--- src/hw/rtl/base64_stream_decoder_macros.svh ---
// Assertion helpers shared by the decoder modules.
`ifndef BASE64_STREAM_DECODER_MACROS_SVH
`define BASE64_STREAM_DECODER_MACROS_SVH

// Same-cycle implication, checked on every rising clock edge outside reset.
`define B64D_ASSERT_IMP(label, ante, cons, msg) \
  label: assert property (@(posedge clk_i) disable iff (!rst_ni) (ante) |-> (cons)) \
    else $error(msg);

// Next-cycle implication, checked on every rising clock edge outside reset.
`define B64D_ASSERT_NXT(label, ante, cons, msg) \
  label: assert property (@(posedge clk_i) disable iff (!rst_ni) (ante) |=> (cons)) \
    else $error(msg);

`endif

--- src/hw/rtl/b64d_pkg.sv ---
package b64d_pkg;

  typedef enum logic [1:0] {
    STATUS_OK       = 2'd0,
    STATUS_BAD_CHAR = 2'd1,
    STATUS_BAD_LEN  = 2'd2
  } status_e;

  localparam logic [7:0] CHAR_UPPER_A = 8'h41;
  localparam logic [7:0] CHAR_UPPER_Z = 8'h5A;
  localparam logic [7:0] CHAR_LOWER_A = 8'h61;
  localparam logic [7:0] CHAR_LOWER_Z = 8'h7A;
  localparam logic [7:0] CHAR_DIGIT_0 = 8'h30;
  localparam logic [7:0] CHAR_DIGIT_9 = 8'h39;
  localparam logic [7:0] CHAR_PLUS    = 8'h2B;
  localparam logic [7:0] CHAR_SLASH   = 8'h2F;
  localparam logic [7:0] CHAR_PAD     = 8'h3D;

  localparam logic [7:0] LOWER_OFFSET = 8'd26;
  localparam logic [7:0] DIGIT_OFFSET = 8'd52;
  localparam logic [5:0] SEXTET_PLUS  = 6'd62;
  localparam logic [5:0] SEXTET_SLASH = 6'd63;

  typedef struct packed {
    logic [7:0] char_in;
    logic       message_end;
  } request_t;

  typedef struct packed {
    logic [7:0] data_byte;
    status_e    status;
    logic       run_end;
    logic       message_done;
  } result_t;

  // One completed group, or one error, handed from the front to the back.
  typedef struct packed {
    logic [23:0] word;
    logic [1:0]  count;
    status_e     status;
    logic        msg_end;
  } group_t;

  // Bit 6 flags a character of the alphabet; bits 5:0 hold its sextet.
  function automatic logic [6:0] sextet_of(logic [7:0] c);
    logic [6:0] r;
    r = 7'd0;
    if (c >= CHAR_UPPER_A && c <= CHAR_UPPER_Z) begin
      r = {1'b1, 6'(c - CHAR_UPPER_A)};
    end else if (c >= CHAR_LOWER_A && c <= CHAR_LOWER_Z) begin
      r = {1'b1, 6'(c - CHAR_LOWER_A + LOWER_OFFSET)};
    end else if (c >= CHAR_DIGIT_0 && c <= CHAR_DIGIT_9) begin
      r = {1'b1, 6'(c - CHAR_DIGIT_0 + DIGIT_OFFSET)};
    end else if (c == CHAR_PLUS) begin
      r = {1'b1, SEXTET_PLUS};
    end else if (c == CHAR_SLASH) begin
      r = {1'b1, SEXTET_SLASH};
    end
    return r;
  endfunction

endpackage

--- src/hw/rtl/base64_stream_decoder.sv ---
// Streaming base64 decoder, standard alphabet with '=' padding.
// Input channel: push_i/full_o carry one character per request with a flag on
// the last character of a message. A request is taken when push_i is high and
// full_o is low. Result channel: while empty_o is low, result_o shows the
// oldest decoded byte or error; it is taken when pop_i is high.
// Every fourth character of a message releases up to three bytes, and a
// message that breaks the rules gives one error result and the rest of it is
// dropped. A result passes the queue, the group register and the output register,
// and further bytes of its group follow one per cycle while pop_i keeps up.
// One character is taken every cycle while full_o is low; the back end drains one
// byte per cycle while pop_i keeps up; the front-to-back queue absorbs 3-byte bursts.
// When the receiver stalls, the output register holds its result, the queue of
// QueueDepth groups fills, and full_o then rises until pop_i frees a slot.
// Reset clears the group state and empties the queue and the output register;
// no setup is needed before the first request.
module base64_stream_decoder #(
  parameter int QueueDepth = 4
) (
  input  logic               clk_i,
  input  logic               rst_ni,
  input  logic               push_i,
  output logic               full_o,
  input  b64d_pkg::request_t request_i,
  output logic               empty_o,
  input  logic               pop_i,
  output b64d_pkg::result_t  result_o
);

  b64d_pkg::group_t wr_grp;
  b64d_pkg::group_t rd_grp;
  logic             wr_valid;
  logic             q_full;
  logic             q_empty;
  logic             q_pop;

  assign full_o = q_full;

  b64d_front u_front (
    .clk_i       (clk_i),
    .rst_ni      (rst_ni),
    .push_i      (push_i),
    .request_i   (request_i),
    .full_i      (q_full),
    .grp_valid_o (wr_valid),
    .grp_o       (wr_grp)
  );

  b64d_queue #(
    .Depth (QueueDepth)
  ) u_queue (
    .clk_i      (clk_i),
    .rst_ni     (rst_ni),
    .wr_valid_i (wr_valid),
    .wr_data_i  (wr_grp),
    .full_o     (q_full),
    .rd_ready_i (q_pop),
    .rd_data_o  (rd_grp),
    .empty_o    (q_empty)
  );

  b64d_back u_back (
    .clk_i       (clk_i),
    .rst_ni      (rst_ni),
    .grp_i       (rd_grp),
    .grp_empty_i (q_empty),
    .grp_pop_o   (q_pop),
    .pop_i       (pop_i),
    .empty_o     (empty_o),
    .result_o    (result_o)
  );

endmodule

--- src/hw/rtl/b64d_front.sv ---
module b64d_front (
  input  logic               clk_i,
  input  logic               rst_ni,
  input  logic               push_i,
  input  b64d_pkg::request_t request_i,
  input  logic               full_i,
  output logic               grp_valid_o,
  output b64d_pkg::group_t   grp_o
);

  logic [17:0] buf_q, buf_d;
  logic [1:0]  pos_q, pos_d;
  logic        third_pad_q, third_pad_d;
  logic        bad_q, bad_d;
  logic        discard_q, discard_d;

  logic       accept;
  logic [6:0] sx;
  logic       is_pad;
  logic [5:0] sval;
  logic       bad;
  logic       msg_end;

  assign accept  = push_i && !full_i;
  assign sx      = b64d_pkg::sextet_of(request_i.char_in);
  assign is_pad  = (request_i.char_in == b64d_pkg::CHAR_PAD);
  assign sval    = sx[6] ? sx[5:0] : 6'd0;
  assign msg_end = request_i.message_end;

  always_comb begin
    buf_d       = buf_q;
    pos_d       = pos_q;
    third_pad_d = third_pad_q;
    bad_d       = bad_q;
    discard_d   = discard_q;
    grp_valid_o = 1'b0;
    grp_o       = '0;
    bad         = bad_q;
    if (accept) begin
      if (discard_q) begin
        if (msg_end) begin
          discard_d = 1'b0;
        end
      end else if (pos_q != 2'd3) begin
        if (msg_end) begin
          buf_d          = '0;
          pos_d          = '0;
          third_pad_d    = 1'b0;
          bad_d          = 1'b0;
          grp_valid_o    = 1'b1;
          grp_o.count    = 2'd1;
          grp_o.status   = b64d_pkg::STATUS_BAD_LEN;
          grp_o.msg_end  = 1'b1;
        end else begin
          if (is_pad) begin
            if (pos_q == 2'd2) begin
              third_pad_d = 1'b1;
            end else begin
              bad_d = 1'b1;
            end
          end else if (!sx[6]) begin
            bad_d = 1'b1;
          end
          buf_d = {buf_q[11:0], sval};
          pos_d = pos_q + 2'd1;
        end
      end else begin
        grp_o.word = {buf_q, sval};
        if (is_pad) begin
          if (!msg_end) begin
            bad = 1'b1;
          end
          grp_o.count = third_pad_q ? 2'd1 : 2'd2;
        end else begin
          if (third_pad_q || !sx[6]) begin
            bad = 1'b1;
          end
          grp_o.count = 2'd3;
        end
        buf_d        = '0;
        pos_d        = '0;
        third_pad_d  = 1'b0;
        bad_d        = 1'b0;
        grp_valid_o  = 1'b1;
        grp_o.status = b64d_pkg::STATUS_OK;
        grp_o.msg_end = msg_end;
        if (bad) begin
          discard_d     = !msg_end;
          grp_o.word    = '0;
          grp_o.count   = 2'd1;
          grp_o.status  = b64d_pkg::STATUS_BAD_CHAR;
          grp_o.msg_end = 1'b1;
        end
      end
    end
  end

  always_ff @(posedge clk_i or negedge rst_ni) begin
    if (!rst_ni) begin
      buf_q       <= '0;
      pos_q       <= '0;
      third_pad_q <= 1'b0;
      bad_q       <= 1'b0;
      discard_q   <= 1'b0;
    end else begin
      buf_q       <= buf_d;
      pos_q       <= pos_d;
      third_pad_q <= third_pad_d;
      bad_q       <= bad_d;
      discard_q   <= discard_d;
    end
  end

endmodule

--- src/hw/rtl/b64d_queue.sv ---
`include "base64_stream_decoder_macros.svh"

module b64d_queue #(
  parameter int Depth = 4
) (
  input  logic             clk_i,
  input  logic             rst_ni,
  input  logic             wr_valid_i,
  input  b64d_pkg::group_t wr_data_i,
  output logic             full_o,
  input  logic             rd_ready_i,
  output b64d_pkg::group_t rd_data_o,
  output logic             empty_o
);

  localparam int AW = (Depth > 1) ? $clog2(Depth) : 1;
  localparam int CW = $clog2(Depth + 1);

  b64d_pkg::group_t mem_q [Depth];
  logic [AW-1:0] wr_ptr_q, wr_ptr_d;
  logic [AW-1:0] rd_ptr_q, rd_ptr_d;
  logic [CW-1:0] count_q, count_d;
  logic          wr_en, rd_en;

  assign full_o    = (count_q == CW'(Depth));
  assign empty_o   = (count_q == '0);
  assign wr_en     = wr_valid_i && !full_o;
  assign rd_en     = rd_ready_i && !empty_o;
  assign rd_data_o = mem_q[rd_ptr_q];

  always_comb begin
    wr_ptr_d = wr_ptr_q;
    rd_ptr_d = rd_ptr_q;
    count_d  = count_q;
    if (wr_en) begin
      wr_ptr_d = (wr_ptr_q == AW'(Depth - 1)) ? '0 : wr_ptr_q + AW'(1);
    end
    if (rd_en) begin
      rd_ptr_d = (rd_ptr_q == AW'(Depth - 1)) ? '0 : rd_ptr_q + AW'(1);
    end
    if (wr_en && !rd_en) begin
      count_d = count_q + CW'(1);
    end else if (rd_en && !wr_en) begin
      count_d = count_q - CW'(1);
    end
  end

  always_ff @(posedge clk_i or negedge rst_ni) begin
    if (!rst_ni) begin
      wr_ptr_q <= '0;
      rd_ptr_q <= '0;
      count_q  <= '0;
    end else begin
      wr_ptr_q <= wr_ptr_d;
      rd_ptr_q <= rd_ptr_d;
      count_q  <= count_d;
    end
  end

  always_ff @(posedge clk_i) begin
    if (wr_en) begin
      mem_q[wr_ptr_q] <= wr_data_i;
    end
  end

  `B64D_ASSERT_IMP(a_no_write_when_full, wr_valid_i, !full_o, "group written into a full queue")
  `B64D_ASSERT_NXT(a_count_up, wr_en && !rd_en, count_q == $past(count_q) + CW'(1), "count lost")
  `B64D_ASSERT_IMP(a_count_bound, 1'b1, count_q <= CW'(Depth), "queue count beyond depth")

endmodule

--- src/hw/rtl/b64d_back.sv ---
`include "base64_stream_decoder_macros.svh"

module b64d_back (
  input  logic              clk_i,
  input  logic              rst_ni,
  input  b64d_pkg::group_t  grp_i,
  input  logic              grp_empty_i,
  output logic              grp_pop_o,
  input  logic              pop_i,
  output logic              empty_o,
  output b64d_pkg::result_t result_o
);

  b64d_pkg::group_t  cur_q, cur_d;
  logic              cur_valid_q, cur_valid_d;
  logic [1:0]        idx_q, idx_d;
  b64d_pkg::result_t out_q, out_d;
  logic              out_valid_q, out_valid_d;

  logic       out_load;
  logic       emit;
  logic       last;
  logic       take;
  logic [7:0] byte_sel;
  logic       out_err;
  logic       err_shape_ok;

  assign out_load  = !out_valid_q || pop_i;
  assign emit      = cur_valid_q && out_load;
  assign last      = (idx_q == cur_q.count - 2'd1);
  assign take      = !grp_empty_i && (!cur_valid_q || (emit && last));
  assign grp_pop_o = take;
  assign empty_o   = !out_valid_q;
  assign result_o  = out_q;

  assign out_err      = out_valid_q && (out_q.status != b64d_pkg::STATUS_OK);
  assign err_shape_ok = (out_q.data_byte == 8'd0) && out_q.run_end && out_q.message_done;

  always_comb begin
    case (idx_q)
      2'd0:    byte_sel = cur_q.word[23:16];
      2'd1:    byte_sel = cur_q.word[15:8];
      default: byte_sel = cur_q.word[7:0];
    endcase
  end

  always_comb begin
    cur_d       = cur_q;
    cur_valid_d = cur_valid_q;
    idx_d       = idx_q;
    out_d       = out_q;
    out_valid_d = out_valid_q;
    if (out_load) begin
      out_valid_d = cur_valid_q;
    end
    if (emit) begin
      out_d.data_byte    = byte_sel;
      out_d.status       = cur_q.status;
      out_d.run_end      = last;
      out_d.message_done = last && cur_q.msg_end;
      idx_d              = idx_q + 2'd1;
      if (last) begin
        cur_valid_d = 1'b0;
      end
    end
    if (take) begin
      cur_d       = grp_i;
      cur_valid_d = 1'b1;
      idx_d       = '0;
    end
  end

  always_ff @(posedge clk_i or negedge rst_ni) begin
    if (!rst_ni) begin
      cur_valid_q <= 1'b0;
      idx_q       <= '0;
      out_valid_q <= 1'b0;
    end else begin
      cur_valid_q <= cur_valid_d;
      idx_q       <= idx_d;
      out_valid_q <= out_valid_d;
    end
  end

  always_ff @(posedge clk_i) begin
    cur_q <= cur_d;
    out_q <= out_d;
  end

  `B64D_ASSERT_IMP(a_error_shape, out_err, err_shape_ok, "malformed error result")
  `B64D_ASSERT_IMP(a_done_is_run_end, out_valid_q && out_q.message_done, out_q.run_end, "message end inside a run")
  `B64D_ASSERT_NXT(a_result_held, out_valid_q && !pop_i, out_valid_q && $stable(out_q), "result changed while stalled")

endmodule
--- config.mk ---
export PLATFORM = sky130hd
export DESIGN_NAME = base64_stream_decoder
export DESIGN_NICKNAME = d
export VERILOG_FILES = /design/src/hw/rtl/b64d_pkg.sv /design/src/hw/rtl/base64_stream_decoder.sv /design/src/hw/rtl/b64d_front.sv /design/src/hw/rtl/b64d_queue.sv /design/src/hw/rtl/b64d_back.sv
export VERILOG_INCLUDE_DIRS = /design/src /design/src/hw/rtl
export SDC_FILE = /design/constraint.sdc
export NUM_CORES = 1
export LEC_CHECK = 0
export CAP_MARGIN = 20
export CORE_ASPECT_RATIO = 1.25
export CORE_MARGIN = 8
export CORE_UTILIZATION = 49
export DETAILED_ROUTE_END_ITERATION = 8
export DONT_BUFFER_PORTS = 1
export GPL_ROUTABILITY_DRIVEN = 0
export GPL_TIMING_DRIVEN = 0
export PLACE_DENSITY = 0.62
export SLEW_MARGIN = 5
export SYNTH_ARGS = -nofsm -noshare
export SYNTH_HDL_FRONTEND = slang
export SYNTH_HIERARCHICAL = 1
export SYNTH_SLANG_ARGS = --single-unit
export TNS_END_PERCENT = 10
--- constraint.sdc ---
create_clock -name clk_i -period 4.2 [get_ports clk_i]
set_input_delay 0.42 -clock clk_i [delete_from_list [all_inputs] [get_ports clk_i]]
set_output_delay 0.42 -clock clk_i [all_outputs]
set_load 0.01 [all_outputs]
=== Yosys cells after proc, flatten, opt, wreduce, memory -nomap -nowiden ===
Memories as Yosys holds them, arrays and structs flattened. A register that Yosys moved wholly into a read port is not among the register bits.
Cells that the tools add are included.

* Register bits after elaboration: 46
* RAM bits: 116
* Input port bits: 13
* Output and inout port bits: 14
* Word-level logic and storage cells: 134
* Memories: 1

* Add/sub/neg operators: 12
* $lt $le $gt $ge: 6
* Eq/ne operators: 14
* Muxes and demuxes: 53
* Bitwise logic cells: 1
* Reductions and logical operators: 32

{| class="wikitable"
|+ Memory list
! name !! depth !! width !! rd ports !! clocked after memory_dff !! wr ports !! RTL line !! source
|-
| u_queue.mem_q || 4 || 29 || 1 || 1 || 1 || b64d_queue.sv:19 || <nowiki>b64d_pkg::group_t mem_q [Depth];</nowiki>
|}

{| class="wikitable"
|+ Operators by type and width
! operator !! count
|-
| $mux 29 || 3
|-
| $mux 18 || 2
|-
| $mux 7 || 5
|-
| $mux 1 || 28
|-
| $eq 8x6->1 const B || 3
|-
| $mux 24 || 1
|-
| $ge 8x7->1 const B || 2
|-
| $le 8x7->1 const B || 2
|-
| $mux 2 || 8
|-
| $pmux 8 s2 || 1
|-
| $logic_and 1x1->1 || 12
|-
| $sub 6x6->6 const B || 2
|-
| $add 2x1->2 const B || 4
|-
| $ge 8x6->1 const B || 1
|-
| $le 8x6->1 const B || 1
|-
| $logic_not 1->1 || 8
|-
| $ne 4x4->1 const B || 2
|-
| $reduce_and 4->1 || 2
|-
| $add 6x5->6 const B || 1
|-
| $add 6x6->6 const B || 1
|-
| $eq 2x2->1 const B || 3
|-
| $mux 3 || 2
|-
| $mux 6 || 1
|-
| $reduce_bool 2->1 || 3
|-
| 17 further kinds || 20
|}

=== Longest topological paths before layout ===
Gate-level depths: netlist of the first run.

* Depth in word-level cells: 17
* Gate-level depth with buffers: 13
* Depth with buffers taken out: 11

=== Hierarchy ===
Netlist of the first run, hierarchy kept.

{| class="wikitable"
|+ Modules (own cells, without submodules)
! module !! times used !! cells an instance !! area each (µm²)
|-
| b64d_queue || 1 || 188 || 4618.2
|-
| b64d_front || 1 || 246 || 2050.7
|-
| b64d_back || 1 || 101 || 1656.6
|}

=== Least setup slack after synthesis of the first run ===
OpenSTA, ideal clock, no wires.

* Kind: input to register
* From: in pop_i
* To: reg u_queue.count_q[1]
* Arrival time: 3.799 ns
* Data required time: 4.075 ns
* Setup slack: 0.277 ns
* Stages on the path: 8
* Path buffers: 0
* Cells stage by stage: nand2b_1 -> nand4_1 -> a31oi_1 -> o31ai_2 -> ha_1 -> inv_1 -> fa_1 -> mux2_2

* Word-level cells in the longest chain between the ends: 9

{| class="wikitable"
|+ Ends and longest elaborated chain
! element !! RTL line !! source
|-
| start, declared || base64_stream_decoder.sv:25 || <nowiki>input logic pop_i,</nowiki>
|-
| $logic_or 1x1->1 || b64d_back.sv:28 || <nowiki>assign out_load = !out_valid_q || pop_i;</nowiki>
|-
| $logic_and 1x1->1 || b64d_back.sv:29 || <nowiki>assign emit = cur_valid_q && out_load;</nowiki>
|-
| $logic_and 1x1->1 || b64d_back.sv:31 || <nowiki>assign take = !grp_empty_i && (!cur_valid_q || (emit && last));</nowiki>
|-
| $logic_or 1x1->1 || b64d_back.sv:31 ||
|-
| $logic_and 1x1->1 || b64d_back.sv:31 ||
|-
| via q_pop || base64_stream_decoder.sv:34 || <nowiki>logic q_pop;</nowiki>
|-
| $logic_and 1x1->1 || b64d_queue.sv:28 || <nowiki>assign rd_en = rd_ready_i && !empty_o;</nowiki>
|-
| $logic_not 1->1 || b64d_queue.sv:41 || <nowiki>if (wr_en && !rd_en) begin</nowiki>
|-
| $logic_and 1x1->1 || b64d_queue.sv:41 ||
|-
| $mux 3 || b64d_queue.sv:41 ||
|-
| via u_queue.count_d[1] || b64d_queue.sv:22 || <nowiki>logic [CW-1:0] count_q, count_d;</nowiki>
|-
| end signal, assigned || b64d_queue.sv:56 || <nowiki>count_q <= count_d;</nowiki>
|-
| end, declared || b64d_queue.sv:22 ||
|}

The timed path passes the listed nets, and every way through them passes these cells.
A chain may end at the register's enable or synchronous reset.

=== Worst setup path after layout of the first run ===
* From: reg u_queue.count_q[2]
* To: reg u_queue.count_q[2]

* Word-level cells in the longest chain between the ends: 8

{| class="wikitable"
|+ Ends and longest elaborated chain
! element !! RTL line !! source
|-
| $eq 3x3->1 * || b64d_queue.sv:25 || <nowiki>assign full_o = (count_q == CW'(Depth));</nowiki>
|-
| via full_o || base64_stream_decoder.sv:22 || <nowiki>output logic full_o,</nowiki>
|-
| $logic_not 1->1 * || b64d_front.sv:24 || <nowiki>assign accept = push_i && !full_i;</nowiki>
|-
| $logic_and 1x1->1 * || b64d_front.sv:24 ||
|-
| $mux 1 * || b64d_front.sv:39 || <nowiki>if (accept) begin</nowiki>
|-
| via wr_valid || base64_stream_decoder.sv:31 || <nowiki>logic wr_valid;</nowiki>
|-
| $logic_and 1x1->1 * || b64d_queue.sv:27 || <nowiki>assign wr_en = wr_valid_i && !full_o;</nowiki>
|-
| via u_queue.wr_en || b64d_queue.sv:23 || <nowiki>logic wr_en, rd_en;</nowiki>
|-
| $logic_not 1->1 || b64d_queue.sv:43 || <nowiki>end else if (rd_en && !wr_en) begin</nowiki>
|-
| $logic_and 1x1->1 || b64d_queue.sv:43 ||
|-
| $reduce_bool 2->1 (no line) || - ||
|}

The timed path passes the listed nets; every way through them passes the cells marked *. The select of a mux whose other input is x is not followed.

==> summary.txt, run 1 <==
Simple-Gate Fraction of Synth Area: 9.45%
Die Height: 162 microns
WL met1: 6790 microns
Power Total: 5.59 mW
Largest net degree at the start of global routing: 35
Clock Sink Count: 191
Diodes inserted: 0
Post-DP HPWL: 11200 microns
Worst-Skew Late Latency: 0.42 ns
Setup Viol. Count Final: 0
Status: finished clean
Worst EP required: 4.55 ns
Syn Inst Count: 535
# rows: 53
Total GRT Usage: 15.8%
RR Startpoint: u_queue/count_q[2]
First-pass GRT wire length: 26100 microns
Die area: 21400 sq um
R2r setup slk: 0.93 ns
Seq/Total Area, Yosys: 66.8%
CTS resizes: 0
Top sig layer: met4
Via count: 4585
Per-cell routed wire length: 20.6 microns
Core area: 16700 sq um
Cells on Worst Hold Path: 1
DR WL met3: 641 microns
Vias in the first global route: 4800
Post-synth EDFFs: 157
Final wirelength: 16300 microns
Power per cell area: 607 nW/um^2
Cell variety after synth: 72
Area of placed instances: 8640 sq um
End-of-flow core utilization: 55.1%
Layout area overhead: 10.6%
PortBufs: 0
Total grt overflow: 0
Initial Util: 49.8%
Routed Antenna Nets: 0
Hold Vio Cnt, Final: 0
Final Instance Area: 9210 sq um
# fillers: 1363
Synth Area in Adders: 3.25%
Worst-margin pin slew: 0.821 ns
Hold Path Origin: request_i[0]
#FFs+latches synth: 191
Synth async-reset ratio: 17.8%
Number of vias per cell: 5.82
Initial antenna violation count: 0
Synth Area per Inst: 15.6 sq um
Max-cap violations: 0
Post-route DRC: 0
RSZ-0062 raised after global routing: false
Slew Limit Headroom: 45.3%
Mux cell area share after synthesis: 8.73%
Synth Warn #: 6
TritonCTS clock tree: done
Post-CTS Setup Inserts: 0
Layout cells sized above 1: 16.4%
CP endpoint kind: flop
Post-Syn Nets: 569
Layout Skew: 0.00925 ns
VDD IR max: 0.323 mV
CP arrival: 3.62 ns
Commonest non-fill, non-tap cell in the layout: edfxtp_1
Tcrit/Tclk final: 77.9%
Met2 wire length: 8570 microns
Commonest cells after routing, fill and taps aside: 157 x edfxtp_1, 55 x nand2_1, 34 x dfrtp_1, 29 x mux4_2, 22 x nand3_1
IO Count: 27
Combinational family with the most area after synthesis: simple AND/OR/NAND/NOR gates
R2R depth: 13
Die width: 133 microns
Clock buffer depth: 2
Top FF cell, synth: edfxtp_1
Worst R2R End: u_queue/count_q[2]
Crit Path Category: reg -> reg
Root Buffer: clkbuf_16
1st-iter DRT viols: 321
DR pass1 iterations: 5
Min Hold Slack: 0.0977 ns
Mapped Area: 8330 sq um
Worst Hold Class: in -> reg
Final #Nets: 591
XOR/XNOR Fraction of Synth Area: 0.631%
Max-slew violations: 0
Hold EP: u_front/pos_q[1]
H-tree depth: 4
Leakage: 3.24 nW
Crit path max fanout: 10
CP startpoint kind: flop
Clock-pin slew on the worst setup and hold paths: 0.06 ns
CTS Buf Count: 17
Compound-Gate Fraction of Synth Area: 8.55%
Crit path time final: 3.27 ns
Fmax: 306 MHz
[registers in the layout, indices dropped and copies added, names as in the netlist]
| signal | count |
|---|---|
| u_front/bad_q | 1 |
| u_front/buf_q | 18 |
| u_front/third_pad_q | 1 |
| u_back/cur_q | 29 |
| u_front/pos_q | 2 |
| u_queue/wr_ptr_q | 2 |
| u_front/discard_q | 1 |
| u_queue/rd_ptr_q | 2 |
| u_queue/count_q | 3 |
| u_back/out_valid_q | 1 |
| u_back/result_o | 12 |
| u_back/idx_q | 2 |
| u_queue/mem_q | 116 |
| u_back/cur_valid_q | 1 |
[per-stage QoR]
step           setup TNS, ns  worst slack [ns]  cells
2_1_floorplan              0             0.277    535
3_3_place_gp          -0.762            -0.458    755
3_5_place_dp               0             0.870    756
4_1_cts                    0             0.859    788
5_1_grt                    0             0.612    788
6_report                   0             0.928    788
[what timing repair did]
action,in CTS,in global routing
hold buffers,2,0
endpoints found under the setup margin,0,0
endpoints found under the hold margin,34,0
[synth_stat cells (all sizes together), types with 2 or more instances]
library cell  number  area [sq um]
nand3             22           110
buf               11          80.1
xor2               3          26.3
clkbuf            14          52.6
dfrtp             34           851
nor2               7          26.3
o32ai              2          17.5
a32oi              2          17.5
inv               21          78.8
a22oi             12          90.1
mux2               5          63.8
o21ai             13          65.1
a21boi            18           135
nand4              4          25.0
nor3              13          75.1
nor4               8          56.3
nor3b              3          38.8
o31ai              5          70.1
and2               6          37.5
a21oi             12          75.1
o31a               2          17.5
and4bb             3          41.3
or3                2          12.5
ha                20           250
nor2b              3          18.8
o41ai              5          43.8
nor4b              5          43.8
nand2             55           206
a31oi              3          18.8
xnor2              3          26.3
edfxtp           157          4710
and3               2          12.5
nand2b             9          56.3
mux4              29           653
[metal layers]
layer / vias to the layer above / global-route usage, %
met1: 2324 / 18.8
met3: 17 / 4.23
met5: - / 0
met4: 0 / 5.79
met2: 117 / 27.0
li1: 2127 / -
[cell families after synthesis]
family,after synthesis
AO/OA/AOI/OAI,91
XOR/XNOR,6
adder cells (fa/ha/maj),21
buffers and inverters,46
flip-flops,191
multiplexers,35
AND/OR/NAND/NOR,145
[final cells by class]
class | instances | area [sq um] | share of cell area (%)
buffer | 25 | 133 | 1.44
clock buffer | 21 | 440 | 4.78
clock inverter | 9 | 95.1 | 1.03
inverter | 21 | 78.8 | 0.856
multi-input combinational | 298 | 2570 | 27.9
sequential | 191 | 5570 | 60.5
tap | 220 | 275 | 2.99
timing repair buffer | 3 | 50.0 | 0.544
[power by group]
part	internal [mW]	switching, mW
Clock	0.860	0.621
Combinational	0.585	0.762
Sequential	2.55	0.212
Total	3.99	1.59
[how the worst max path moves through the flow]
stage,start,endpoint,slack [ns],cells past startpoint
2_1_floorplan,pop_i,u_queue/count_q[1],0.28,8
3_3_place_gp,pop_i,u_queue/count_q[1],-0.46,8
3_5_place_dp,u_queue/count_q[2],u_queue/mem_q[0][27],0.87,8
4_1_cts,u_queue/count_q[0],u_queue/mem_q[0][25],0.86,8
5_1_grt,u_queue/count_q[0],u_queue/count_q[2],0.61,13
6_report,u_queue/count_q[2],u_queue/count_q[2],0.93,13
[worst max-delay path, cell delays in order, from the launching register on]
cell      delay, ns
dfrtp_1        0.42
nor3b_2        0.23
nor3b_1        0.30
clkbuf_1       0.42
o21ai_0        0.32
inv_1          0.14
nor2b_1        0.12
buf_2          0.20
ha_1           0.21
inv_1          0.06
fa_1           0.37
xor2_1         0.15
nor2_1         0.11
xor2_1         0.15
(Power assumes the default switching activity.)
==> inputs of run 2 (changes only) <==
- PLACE_DENSITY: 0.62 -> 0.6
- clock period: 4.2 -> 3.3 ns (I/O delays scaled with it)
==> run 2 against run 1 <==
Cell area rose by 1.2%. Sequential share of layout area fell by 0.74 points. Hold slack got worse by 0.018 ns. Wire length fell by 0.65%. Utilization rose by 0.68 points. Via count rose by 1.6%. Highest routed layer unchanged.
==> summary.txt, run 2 (synthesis gave the netlist of run 1 again) <==
VDD IR max: 0.359 mV (+11%)
Per-cell routed wire length: 20.4 microns (-1.0%)
Total GRT Usage: 15.7% (-0.11 points)
Power Total: 7.29 mW (+31%)
Post-route DRC: 0 (unchanged)
Layout cells sized above 1: 17.7% (+1.3 points)
Layout area overhead: 11.9%
Worst Hold Class: in -> reg
Crit Path Category: reg -> reg
Routed Antenna Nets: 0 (unchanged)
Diodes inserted: 0 (unchanged)
Fmax: 334 MHz (+9.4%)
R2R depth: 11 (-2)
Biggest regs: u_queue/mem_q: 116 flops, u_back/cur_q: 29 flops, u_front/buf_q: 18 flops
Largest net degree at the start of global routing: 35 (unchanged)
Worst EP required: 3.60 ns (-0.95 ns)
Layout Skew: 0.0161 ns (+0.00685 ns)
Leakage: 3.29 nW (+1.7%)
RSZ-0062 raised after global routing: false
Clock buffer depth: 2 (unchanged)
TritonCTS clock tree: done
Worst path most repeated cell: inv_1
Post-DP HPWL: 11100 microns (-0.74%)
Number of vias per cell: 5.89 (+1.2%)
Initial antenna violation count: 0 (unchanged)
Hold Vio Cnt, Final: 0 (unchanged)
Worst path cell trace: nor3b_4 -> nor3b_2 -> clkbuf_4 -> o21ai_0 -> inv_1 -> nor2b_1 -> buf_2 -> ha_1 -> inv_1 -> fa_1 -> mux2_2
CP startpoint kind: flop
Tcrit/Tclk final: 90.6% (+13 points)
Worst-Skew Late Latency: 0.42 ns (about the same)
# fillers: 1345 (-1.3%)
Crit path max fanout: 10 (unchanged)
# rows: 53 (unchanged)
Final Instance Area: 9320 sq um (+1.2%)
IO Count: 27 (unchanged)
Via count: 4658 (+1.6%)
Commonest cells after routing, fill and taps aside: 157 x edfxtp_1, 55 x nand2_1, 34 x dfrtp_1, 29 x mux4_2, 22 x nand3_1
CP arrival: 3.29 ns (-0.33 ns)
Final wirelength: 16200 microns (-0.65%)
Top reg by flops: u_queue/mem_q
Final non-filler cell total: 791 (+0.38%)
Max FFs per register: 116 (unchanged)
CP endpoint kind: flop
Final #Nets: 592 (+0.17%)
Max-cap violations: 0 (unchanged)
Total grt overflow: 0 (unchanged)
Setup Viol. Count Final: 0 (unchanged)
First-pass GRT wire length: 26100 microns (-0.26%)
Clock-pin slew on the worst setup and hold paths: 0.07 ns (about the same)
H-tree depth: 4 (unchanged)
CTS Buf Count: 17 (unchanged)
Vias in the first global route: 4819 (+0.40%)
1st-iter DRT viols: 379 (+18%)
Die area: 21400 sq um (unchanged)
Slew Limit Headroom: 52.1% (+6.8 points)
CP peak stage delay: 0.48 ns (+0.06 ns)
Root Buffer: clkbuf_16
Power per cell area: 782 nW/um^2 (+29%)
DR pass1 iterations: 5 (unchanged)
Slowest-stage cell, CP: dfrtp_1
Die Height: 162 microns (unchanged)
Crit path time final: 2.99 ns (-0.281 ns)
Max-slew violations: 0 (unchanged)
Status: finished clean
Core area: 16700 sq um (unchanged)
Cell count after placement: 756 (unchanged)
Commonest non-fill, non-tap cell in the layout: edfxtp_1
Cells on Worst Hold Path: 3 (+2)
Clock Sink Count: 191 (unchanged)
PortBufs: 0 (unchanged)
Worst-margin pin slew: 0.713 ns (-0.108 ns)
Area of placed instances: 8650 sq um (about the same)
Die width: 133 microns (unchanged)
Initial Util: 49.8% (unchanged)
run 2: timing repair:
item,in CTS,in global routing
endpoints found under the setup margin,117,2
resized for setup,5,4
hold buffers,3,0
hold endpoints to repair,35,0
setup buffers,0,0
run 2: path summary, 6_finish.rpt:
kind | end | startpoint | slack, ns
setup / recovery | u_queue/count_q[1] | u_queue/count_q[0] | 0.31
hold / removal | u_front/discard_q | request_i[0] | 0.08
setup reg to reg | u_queue/count_q[1] | u_queue/count_q[0] | 0.31
hold reg to reg | u_back/result_o[2] | u_back/cur_q[1] | 0.43
max in group asynchronous | u_front/buf_q[5] | rst_ni | 2.73
min in group asynchronous | u_front/discard_q | rst_ni | 0.37
run 2: cell type report:
class	count	area [sq um]	area share, %
clock buffer	24	547	5.87
sequential	191	5570	59.7
multi-input combinational	298	2580	27.7
tap	220	275	2.95
inverter	21	78.8	0.846
clock inverter	8	65.1	0.698
timing repair buffer	4	67.6	0.725
buffer	25	136	1.46
run 2: metal layers:
metal,global-route usage [%],share of wire [%]
met1,18.4,42
met2,27.8,53
met3,3.55,3.5
met4,5.28,1.3
met5,0,0
run 2: through the flow:
step | utilization (%) | setup WS, ns | hold slack (ns) | setup TNS (ns)
5_1_grt | 55.8 | 0.0569 | 0.0620 | 0
2_1_floorplan | - | 0.125 | 0.0344 | 0
3_5_place_dp | 51.8 | -0.0266 | 0.0354 | -1.04
6_report | 55.8 | 0.309 | 0.0799 | 0
4_1_cts | 55.7 | 0.175 | 0.0560 | 0
3_3_place_gp | 51.5 | -0.564 | 0.0355 | -64.57
run 2: power breakdown:
group          internal, mW  switching, mW  leakage (nW)
clock network          1.18          0.859         0.298
registers              3.24          0.278          1.92
logic                 0.771          0.970          1.08
run 2: worst max-delay path: cells and delay by family, from the launching register on:
| kind | cells | cell delay (ns) |
|---|---|---|
| AOI/OAI and AO/OA | 1 | 0.23 |
| adders and majority gates | 2 | 0.64 |
| buffers and inverters | 4 | 0.59 |
| DFF | 1 | 0.48 |
| muxes | 1 | 0.26 |
| and+or+nand+nor | 3 | 0.67 |
==> inputs of run 3 (changes only) <==
- RECOVER_POWER: unset -> 25
==> run 3 against run 2 <==
Clock power about the same. Via count up 0.82%. Critical path type unchanged. Global-route usage unchanged. First-iteration DRC count up 2.9%. Non-clock buffer count unchanged. Die area unchanged. Critical endpoint unchanged. Sequential power about the same. Sequential share of layout area up 0.21 points. Cell area down 0.35%. Maximum frequency down 1.3%. The run now ends with capacitance limit, slew limit left. Combinational power about the same.
==> summary.txt, run 3 (synthesis gave the netlist of run 1 again) <==
Routed Antenna Nets: 0 (unchanged)
Final wirelength: 16100 microns (about the same)
Core area: 16700 sq um (unchanged)
Initial antenna violation count: 0 (unchanged)
End-of-flow core utilization: 55.6% (-0.19 points)
Clock Power Share: 28.0% (about the same)
RSZ-0062 raised after global routing: false
Worst-margin pin slew: 1.99 ns (+1.27 ns)
P_sw: 2.10 mW (-0.29%)
Commonest cells after routing, fill and taps aside: 157 x edfxtp_1, 55 x nand2_1, 34 x dfrtp_1, 29 x mux4_2, 22 x nand3_1
H-tree depth: 4 (unchanged)
Crit Path Category: reg -> reg
Crit path max fanout: 7 (-3)
CTS Buf Count: 17 (unchanged)
Diodes inserted: 0 (unchanged)
Max-slew violations: 35 (+35)
Max FFs per register: 116 (unchanged)
Clock buffer depth: 2 (unchanged)
Post-CTS Setup Inserts: 0 (unchanged)
Power per cell area: 783 nW/um^2 (+0.15%)
Layout area overhead: 11.6%
Largest net degree at the start of global routing: 35 (unchanged)
CP arrival: 3.33 ns (+0.04 ns)
Worst EP required: 3.60 ns (about the same)
Reg power frac: 48.3% (about the same)
Worst-Skew Late Latency: 0.42 ns (about the same)
Slew Limit Headroom: -32.3% (-84 points)
Crit path time final: 3.03 ns (+0.0383 ns)
Sw Share: 28.9% (about the same)
Area of placed instances: 8650 sq um (unchanged)
GRT busiest layer: met2
Per-cell routed wire length: 20.4 microns (about the same)
PortBufs: 0 (unchanged)
# fillers: 1351 (+0.45%)
Hold Vio Cnt, Final: 0 (unchanged)
DR pass1 iterations: 5 (unchanged)
# rows: 53 (unchanged)
Top reg by flops: u_queue/mem_q
Leakage: 3.28 nW (-0.42%)
Die width: 133 microns (unchanged)
Post-route DRC: 0 (unchanged)
Met3 global-route usage: 3.55% (unchanged)
TritonCTS clock tree: done
R2r setup slk: 0.27 ns (-0.04 ns)
Commonest non-fill, non-tap cell in the layout: edfxtp_1
Layout Skew: 0.0157 ns (-0.000375 ns)
Place WS: -0.0266 ns (unchanged)
Total area of sequential cells: 5570 sq um (unchanged)
Worst Hold Class: in -> reg
Clock Sink Count: 191 (unchanged)
Layout cells sized above 1: 17.2% (-0.53 points)
Global routing usage on met1: 18.4% (unchanged)
CP peak stage delay: 0.83 ns (+0.35 ns)
CP endpoint kind: flop
Final #Nets: 592 (unchanged)
Total grt overflow: 0 (unchanged)
Final Instance Area: 9290 sq um (-0.35%)
Post-DP HPWL: 11100 microns (unchanged)
CP startpoint kind: flop
Number of vias per cell: 5.94 (+0.82%)
Max-cap violations: 1 (+1)
Comb power frac: 23.7% (-0.2 points)
Area occupied by multi-input gates: 2570 sq um (-0.58%)
VDD IR max: 0.357 mV (-0.33%)
Grt met2 use: 27.8% (unchanged)
Tcrit/Tclk final: 91.8% (+1.2 points)
Setup Viol. Count Final: 0 (unchanged)
Final worst slack: 0.271 ns (-0.0383 ns)
Root Buffer: clkbuf_16
Die area: 21400 sq um (unchanged)
Total GRT Usage: 15.7% (unchanged)
Clock-pin slew on the worst setup and hold paths: 0.07 ns (about the same)
Vias in the first global route: 4819 (unchanged)
Slowest-stage cell, CP: a31oi_1
Worst path cell trace: xor2_1 -> nand4_1 -> a31oi_1 -> o31ai_2 -> ha_1 -> inv_1 -> fa_1 -> mux2_2
CP delay by family, top: compound AO/OA/AOI/OAI gates
Biggest regs: u_queue/mem_q: 116 flops, u_back/cur_q: 29 flops, u_front/buf_q: 18 flops
Die Height: 162 microns (unchanged)
Fmax: 330 MHz (-1.3%)
First-pass GRT wire length: 26100 microns (unchanged)
IO Count: 27 (unchanged)
Failing checks: capacitance limit, slew limit
Initial Util: 49.8% (unchanged)
1st-iter DRT viols: 390 (+2.9%)
Status: finished, violations left
Via count: 4696 (+0.82%)
CP bufs+invs: 1 (-3)
Pint: 5.18 mW (-0.17%)
-- run 3: cell types whose count changed in the layout (fill, tap and decap cells not counted) --
cell	previous run	this run
buf_12	1	0
and2_0	0	2
and2_1	2	0
clkbuf_1	15	17
a31oi_4	1	0
a31oi_1	2	3
buf_2	4	3
-- run 3: area by class of cell --
| cell class | count | area share [%] |
|---|---|---|
| Buffer | 25 | 1.45 |
| Clock buffer | 24 | 5.89 |
| Clock inverter | 8 | 0.701 |
| Inverter | 21 | 0.849 |
| Multi-Input combinational cell | 298 | 27.7 |
| Sequential cell | 191 | 59.9 |
| Tap cell | 220 | 2.96 |
| Timing Repair Buffer | 4 | 0.552 |
-- run 3: routing by layer --
layer,part of all wire [%],routed length (microns)
met2,53,8570
met3,4.0,643
met1,42,6710
met4,1.4,229
met5,0,0
-- run 3: what timing repair did --
| action | 4_1_cts | 5_1_grt |
|---|---|---|
| endpoints found under the hold margin | 35 | 0 |
| gates cloned | 0 | 0 |
| setup endpoints to repair | 117 | 2 |
| hold buffers | 3 | 0 |
| gates resized for setup | 5 | 4 |
-- run 3: path summary, 6_finish.rpt --
kind | startpoint | end | depth (start not counted)
worst max-delay path | u_back/idx_q[1] | u_queue/count_q[1] | 8
worst min-delay path | request_i[0] | u_front/discard_q | 3
worst max register to register | u_back/idx_q[1] | u_queue/count_q[1] | 8
worst min register to register | u_back/cur_q[1] | u_back/result_o[2] | 0
max in group asynchronous | rst_ni | u_front/buf_q[10] | 2
min in group asynchronous | rst_ni | u_front/discard_q | 2
-- run 3: tightest hold or removal path: cells and delay by family --
family | cells | cell delay (ns)
AO/OA/AOI/OAI | 1 | 0.06
AND/OR/NAND/NOR | 2 | 0.08
-- run 3: stage by stage --
stage          instances  setup TNS [ns]  hold WS (ns)  power [mW]
2_1_floorplan        535               0        0.0344        4.77
3_3_place_gp         755          -64.57        0.0355        5.19
3_5_place_dp         756           -1.04        0.0354        5.31
4_1_cts              791               0        0.0560        7.36
5_1_grt              791               0        0.0620        7.66
6_report             791               0        0.0789        7.28
-- run 3: power groups by stage --
| stage | registers, mW | clock network [mW] | logic (mW) |
|---|---|---|---|
| global placement | 3.55 | 0 | 1.64 |
| floorplan | 3.49 | 0 | 1.28 |
| CTS | 3.52 | 2.08 | 1.77 |
| global route | 3.58 | 2.18 | 1.91 |
| finish | 3.52 | 2.04 | 1.72 |
| detailed placement | 3.57 | 0 | 1.74 |
